[config.mk]
export PLATFORM = sky130hd
export DESIGN_NAME = gpp_ram
export DESIGN_NICKNAME = d
export VERILOG_FILES = /design/src/rtl/gpp_ram.sv
export SDC_FILE = /design/constraint.sdc
export NUM_CORES = 1
export LEC_CHECK = 0
export BUFFER_PORTS_ARGS = -buffer_cell sky130_fd_sc_hd__buf_2
export CORE_MARGIN = 4
export CORE_UTILIZATION = 45
export CTS_BUF_LIST = sky130_fd_sc_hd__clkbuf_4
export DETAILED_ROUTE_END_ITERATION = 12
export HOLD_SLACK_MARGIN = 0.03
export PLACE_DENSITY = 0.73
export REMOVE_ABC_BUFFERS = 1
export SLEW_MARGIN = 25
export SYNTH_ARGS = -nofsm -noshare
export SYNTH_HDL_FRONTEND = slang
export SYNTH_SLANG_ARGS = --single-unit
[constraint.sdc]
create_clock -name clk -period 5.5 [get_ports clk]
set_input_delay 1.1 -clock clk [delete_from_list [all_inputs] [get_ports clk]]
set_output_delay 1.1 -clock clk [all_outputs]
set_load 0.01 [all_outputs]
[src/rtl/gpp_ram.sv]
module gpp_ram #(
  parameter int WIDTH = 8,
  parameter int DEPTH = 16
) (
  input  logic                     clk,
  input  logic                     we,
  input  logic [$clog2(DEPTH)-1:0] waddr,
  input  logic [WIDTH-1:0]         wdata,
  input  logic [$clog2(DEPTH)-1:0] raddr,
  output logic [WIDTH-1:0]         rdata
);

  logic [WIDTH-1:0] mem [DEPTH];

  always_ff @(posedge clk) begin
    if (we) begin
      mem[waddr] <= wdata;
    end
    rdata <= mem[raddr];
  end

endmodule

# Word-level counts from Yosys, hierarchy flattened

Memory sizes are Yosys's and may differ from the RTL's. A register that Yosys moved wholly into a read port is not among the register bits.
Cells that the tools add are included.

Flip-flop bits (word level): 0
Bits in writable memories: 128
Input bits: 18
Word-level logic and storage cells: 3
Memories: 1

Muxes and demuxes: 2

Memory list:

| memory | words | bits a word | rd ports | clocked after memory_dff | wr ports | RTL line | source |
|---|---|---|---|---|---|---|---|
| mem    | 16    | 8           | 1        | 1                        | 1        | 13       | `logic [WIDTH-1:0] mem [DEPTH];` |

Operators with widths:

| cell             | count |
|---|---|
| 2-to-1 mux 1 bit | 2 |

# Logic depth before layout (Yosys ltp)

Gate-level depths: netlist (run 1).

Depth in word-level cells: 2
Mapped depth: 5

# Least setup slack after synthesis (run 1)

No wires, ideal clock.

Kind: input-to-reg
Start: in waddr[2]
End: mem mem[0][0] (enable)
Setup time: 383 ps
Arrival: 2210 ps
Required time: 5117 ps
Path slack: 2907 ps
Cell stages on the path: 2
Buffers on the path: 0
Cells stage by stage: or3b_2 nor3_1

RTL lines:

| element            | RTL line | source |
|---|---|---|
| start: declaration | 7        | `input logic [$clog2(DEPTH)-1:0] waddr,` |
| end: declaration   | 13       |  |

Straight into the memory's write port.

# Worst setup path after layout (run 1)

Start: in waddr[2]
End: mem mem[2][2] (enable)

Straight into the memory's write port.

==> results of run 1 <==
critical path, delay by kind of cell:
kind	cells	cell delay, ns
simple gates	2	1.19
buf+inv	1	0.12
area by class of cell:
type / count / area [µm²]
clock buffer: 18 / 135.1
sequential: 136 / 4004
multi-input combinational: 83 / 1062
tap: 140 / 175.2
clock inverter: 13 / 147.6
fill: 868 / 5356
timing repair buffer: 28 / 150.1
layer usage:
metal  global-route usage  vias to the layer above
li1                     -                     1049
met1               0.2273                     1234
met2               0.2380                       65
met3              0.04316                       10
met4              0.04930                        0
met5                    0                        -
logic make-up (layout without fill, tap and decap cells):
family | count (synthesis) | after routing | share of synthesized area
AOI/OAI and AO/OA | 16 | 16 | 0.02334
buffers and inverters | 10 | 59 | 0.01677
muxes | 32 | 32 | 0.1502
and+or+nand+nor | 35 | 35 | 0.03184
DFF | 136 | 136 | 0.7778
power by group through the flow:
stage | logic, µW | clock network, µW | registers (µW)
3_3_place_gp | 99.9 | 0 | 1190
5_1_grt | 111 | 703 | 1170
3_5_place_dp | 103 | 0 | 1190
2_1_floorplan | 46.4 | 0 | 1190
6_report | 102 | 642 | 1170
4_1_cts | 103 | 653 | 1170
metrics by stage:
step	area, µm²	utilization	cells	hold WS, ns
2_1_floorplan	5061	-	219	0.6293
3_3_place_gp	5384	0.4881	387	0.6530
3_5_place_dp	5389	0.4885	387	0.6675
4_1_cts	5672	0.5142	418	0.7020
5_1_grt	5674	0.5144	418	0.7188
6_report	5674	0.5144	418	0.6944
worst max path at each step:
stage | slack (ns) | depth (start not counted) | end
after floorplan | 2.91 | 2 | mem[0][0]$_DFFE_PP_
after global placement | 2.38 | 4 | rdata[5]$_DFF_P_
after detailed placement | 2.35 | 4 | rdata[5]$_DFF_P_
after CTS | 2.91 | 4 | rdata[2]$_DFF_P_
after global routing | 3.19 | 4 | rdata[3]$_DFF_P_
final | 3.24 | 3 | mem[2][2]$_DFFE_PP_
registers in the layout (all words and copies together), names as in the netlist:
signal / flops
rdata: 8
mem: 128
cell usage after synthesis:
cell type and count:
edfxtp_1 128, mux4_2 18, a22oi_1 16, mux4_1 14
nor2_1 13, nand2_1 9, dfxtp_1 8, nor3_1 4
buf_2 3, buf_6 3, clkdlybuf4s25_2 3, nand2b_1 2
nand3b_1 2, and2_1 1, and2b_1 1, buf_4 1
nand3_1 1, nor2b_1 1, or3b_2 1
cells in the final DEF (no fill, tap or decap), types with 3 or more instances in the layout:
master	count
mux4_2	18
a22oi_1	16
buf_2	24
inv_6	3
buf_4	4
nor3_1	3
nand2_1	9
mux4_1	14
clkinv_4	3
clkbuf_4	18
nor2_1	13
dfxtp_1	8
edfxtp_1	128
clkinvlp_4	4
==> results by group, run 1 <==
Status
  • Status: finished, final reports clean

Critical path
  • Slowest CP cell: nor2_1
  • Critical path type: input pin to register
  • Slowest Stage Delay on Critical Path: 0.67 ns
  • Worst R2R Start: mem[1][3]$_DFFE_PP_
  • Startpoint types: input pin
  • Worst Path Max Fanout: 8
  • CP Launch Point: waddr[2]
  • Worst r2r dst: rdata[3]$_DFF_P_
  • Crit path required time: 5.65 ns
  • CP Capture Type: register
  • Cells on worst reg2reg path: 3
  • Reg2Reg Setup Slack: 4.09 ns
  • WP data arrival: 2.41 ns
  • Worst-path cell chain: buf_2 -> or3b_2 -> nor2_1

Power
  • Maximum VDD drop: 0.0001580 V
  • Sw power: 434.1 µW
  • Switching share of power: 0.2273
  • PwrDens: 336.6 nW/µm²
  • Internal Power: 1476 µW
  • Power Total: 1910 µW
  • Flop pwr share: 0.610
  • Clk network pwr share: 0.336
  • Combinational power share: 0.053
  • Static Leak: 0.001854 µW

STA
  • Final worst slack: 3.236 ns
  • Final worst path period need: 2.264 ns
  • Fin. Hold Viols: 0
  • Max Fclk: 441.7 MHz
  • Total Neg Setup Slack: 0 ns
  • Final setup fails: 0
  • Worst-Margin Slew: 0.9643 ns
  • Skew final: 0.01367 ns
  • Part of the cycle the worst path needs: 0.4116
  • RSZ-0062 raised after global routing: false
  • Slew HR: 0.3548
  • Final Max Slew Viols: 0

Clock network
  • Worst-Skew Late Latency: 0.51 ns
  • Depth of the CTS H-tree: 4
  • Setup Buffers After CTS: 0
  • CTS tree: built
  • Sink Count: 136
  • TritonCTS Buffers: 17
  • Root Driver: clkbuf_4
  • Clock-pin slew on the worst setup and hold paths: 0.11 ns
  • Cts repair resizes: 0
  • Clock buffer depth: 2
  • Post-CTS Hold Buffers: 0

Placed design
  • Placer Congestion: 0.7436
  • Setup WS pre-CTS: 2.349 ns
  • Final HPWL DP: 5878 µm
  • # port buffers: 25

Global route
  • Overall global routing resource usage: 0.1580
  • Initial antenna violation count: 0
  • Vias in the first global route: 2412
  • Congestion Overflow GR: 0
  • Pin count of the biggest net entering global routing: 33
  • Global-route wire length before repair: 14750 µm

Route
  • Initial DRC count: 277
  • DR vias/cell: 5.641
  • Met2 routed WL: 4680 µm
  • DRC viols: 0
  • Routed WL per cell: 22.98 µm
  • M1 wire length: 4222 µm
  • Top sig layer: met4
  • Drt first pass iters: 4
  • Routed via count: 2358
  • Metal3 WL: 600 µm
  • Routed Antenna Nets: 0
  • Final WL: 9606 µm

Synth
  • Post-Syn Area: 5147 µm²
  • Seq/Total Area, Yosys: 0.7778
  • Synth area leader: edfxtp_1
  • Top post-synthesis cells by area: edfxtp_1, mux4_2, mux4_1, dfxtp_1, a22oi_1
  • Number of synthesized register bits: 136
  • Syn. warnings: 0
  • Top cell type's share of synthesized area: 0.7467
  • Synthesized area per cell: 22.48 µm²
  • Cells after Synth: 229
  • Unique masters post-synth: 19

Cells and area
  • Nets: 284
  • Share of post-route cells with drive strength above 1: 0.2842
  • Area Growth Syn to Fin: 10.23%
  • ANT cells: 0

Floorplanning
  • Initial Utilization: 0.4667
  • Die Area: 13210 µm²
  • Chip width: 115.0 µm
  • I/O pins: 26
  • Num rows: 38
  • Core ar.: 11030 µm²
  • Chip height: 115.0 µm

Worst hold path
  • Worst hold endpoint: rdata[6]$_DFF_P_
  • Hold-critical path depth: 3
  • Worst hold start: mem[10][6]$_DFFE_PP_
  • Hold/Removal Path Class: register to register

Job
  • Maximum capacitance violations: 0
No activity file was read; power rests on OpenSTA's default activity.
==> run 2: changes to the inputs <==
--- a/config.mk
+++ b/config.mk
@@ -11,7 +11,7 @@
 export CTS_BUF_LIST = sky130_fd_sc_hd__clkbuf_4
 export DETAILED_ROUTE_END_ITERATION = 12
 export HOLD_SLACK_MARGIN = 0.03
-export PLACE_DENSITY = 0.73
+export PLACE_DENSITY = 0.75
 export REMOVE_ABC_BUFFERS = 1
 export SLEW_MARGIN = 25
 export SYNTH_ARGS = -nofsm -noshare
==> constraint.sdc (replaced) <==
create_clock -name clk -period 1.89 [get_ports clk]
set_input_delay 0.378 -clock clk [delete_from_list [all_inputs] [get_ports clk]]
set_output_delay 0.378 -clock clk [all_outputs]
set_load 0.01 [all_outputs]
==> results by group, run 2 (same netlist as run 1, synthesis figures left out) <==
Clock network
  • TritonCTS Buffers: 17 (unchanged)
  • Cts repair resizes: 0 (unchanged)
  • Clock-pin slew on the worst setup and hold paths: 0.13 ns (+0.02 ns)
  • Worst-Skew Late Latency: 0.51 ns (about the same)
  • Clock buffer depth: 2 (unchanged)
  • Depth of the CTS H-tree: 4 (unchanged)
  • Post-CTS Hold Buffers: 0 (unchanged)
  • Sink Count: 136 (unchanged)
  • CTS tree: built
  • Setup Buffers After CTS: 0 (unchanged)
  • Root Driver: clkbuf_4

Route
  • M1 wire length: 4231 µm (+0.21%)
  • Routed via count: 2417 (+2.5%)
  • DR vias/cell: 5.506 (-2.4%)
  • Final WL: 9306 µm (-3.1%)
  • Top sig layer: met4
  • Met2 routed WL: 4482 µm (-4.2%)
  • Drt first pass iters: 4 (unchanged)
  • DRC viols: 0 (unchanged)
  • Initial DRC count: 189 (-32%)
  • Routed WL per cell: 21.20 µm (-7.8%)
  • Metal3 WL: 498 µm (-17%)
  • Routed Antenna Nets: 0 (unchanged)

Global route
  • Congestion Overflow GR: 0 (unchanged)
  • Global-route wire length before repair: 14550 µm (-1.4%)
  • Pin count of the biggest net entering global routing: 33 (unchanged)
  • Initial antenna violation count: 1 (+1)
  • Vias in the first global route: 2487 (+3.1%)
  • Overall global routing resource usage: 0.1533 (-0.004721)

Critical path
  • CP Buf/Inv Count: 1 (unchanged)
  • Slowest CP cell: dfxtp_1
  • Crit path required time: 1.51 ns (-4.14 ns)
  • Cell family with most CP delay: flip-flops
  • Worst Path Max Fanout: 1 (-7)
  • Startpoint types: register
  • CP Capture Type: primary output
  • WP data arrival: 1.06 ns (-1.35 ns)
  • Slowest Stage Delay on Critical Path: 0.40 ns (-0.27 ns)
  • Critical path type: register to primary output
  • Worst-path cell chain: buf_2

Placed design
  • # port buffers: 25 (unchanged)
  • Placer Congestion: 0.7424 (-0.16%)
  • Final HPWL DP: 5885 µm (+0.11%)

Cells and area
  • Final Util: 0.5269 (+0.01248)
  • Area Growth Syn to Fin: 12.91%
  • Share of post-route cells with drive strength above 1: 0.3221 (+0.03797)
  • Largest Register: mem
  • Most frequent cells in the layout: edfxtp_1, buf_2, buf_4
  • Most common library cell in the layout ignoring fill and taps: edfxtp_1
  • Biggest regs: mem (128), rdata (8)
  • Max FFs per register: 128 (unchanged)
  • Nets: 303 (+6.7%)

Floorplanning
  • Die Area: 13210 µm² (unchanged)
  • Num rows: 38 (unchanged)
  • Initial Utilization: 0.4667 (unchanged)
  • Chip width: 115.0 µm (unchanged)
  • I/O pins: 26 (unchanged)
  • Chip height: 115.0 µm (unchanged)
  • Core ar.: 11030 µm² (unchanged)

STA
  • Max Fclk: 697.3 MHz
  • Part of the cycle the worst path needs: 0.7588
  • Worst-Margin Slew: 0.3966 ns (-0.5677 ns)
  • Skew final: 0.02112 ns (+0.007447 ns)
  • Fin. Hold Viols: 0 (unchanged)
  • RSZ-0062 raised after global routing: false
  • Final Max Slew Viols: 0 (unchanged)
  • Total Neg Setup Slack: 0 ns (unchanged)
  • Final worst path period need: 1.434 ns
  • Slew HR: 0.7356 (+0.3808)
  • Final setup fails: 0 (unchanged)

Worst hold path
  • Hold/Removal Path Class: input pin to register

Power
  • PwrDens: 932.2 nW/µm² (+180%)
  • Maximum VDD drop: 0.0006594 V (+320%)
  • Static Leak: 0.001949 µW (+5.1%)

Job
  • Maximum capacitance violations: 0 (unchanged)

Status
  • Status: finished, final reports clean
-- run 2: changes by cell type in the layout (fill, tap and decap cells not counted), sizes merged --
cell and change:
buf +19, diode +1, bufinv -1, clkinv +4, clkbuf -1, inv -1
-- run 2: worst paths after layout --
path	startpoint	end	slack (ns)	depth (start not counted)
max	rdata[2]$_DFF_P_	rdata[2]	0.46	1
min	wdata[2]	mem[11][2]$_DFFE_PP_	0.25	1
max reg2reg	mem[9][4]$_DFFE_PP_	rdata[4]$_DFF_P_	0.49	3
min reg2reg	mem[12][0]$_DFFE_PP_	rdata[0]$_DFF_P_	0.67	3
-- run 2: metrics by stage --
step / total power (µW) / worst slack (ns) / cell area [µm²] / hold slack, ns / instances
after floorplan: 3594 / 0.01913 / 5061 / 0.4769 / 219
after global routing: 5649 / 0.3825 / 5812 / 0.1953 / 439
after global placement: 3767 / 0.03827 / 5552 / 0.6617 / 406
after detailed placement: 3779 / 0.03571 / 5552 / 0.6642 / 406
final: 5418 / 0.4560 / 5812 / 0.2486 / 439
after CTS: 5462 / 0.4185 / 5809 / 0.2094 / 438
-- run 2: power breakdown --
| part | switching (µW) | leakage (µW) | internal, µW | total (µW) |
|---|---|---|---|---|
| clock | 1060 | 0.000129 | 652 | 1710 |
| sequential | 21.8 | 0.00122 | 3370 | 3390 |
| combinational | 177 | 0.000596 | 140 | 316 |
-- run 2: layer usage --
layer / vias to the layer above / global-route usage
li1: 1089 / -
met1: 1244 / 0.2212
met2: 77 / 0.2303
met3: 7 / 0.04105
met4: 0 / 0.04930
met5: - / 0
-- run 2: cell type report --
| cell class | instances | area [µm²] |
|---|---|---|
| Clock buffer | 17 | 127.6 |
| Antenna cell | 1 | 2.502 |
| Sequential cell | 136 | 4004 |
| Clock inverter | 15 | 130.1 |
| Tap cell | 140 | 175.2 |
| Fill cell | 879 | 5219 |
| Timing Repair Buffer | 47 | 315.3 |
| Multi-Input combinational cell | 83 | 1057 |
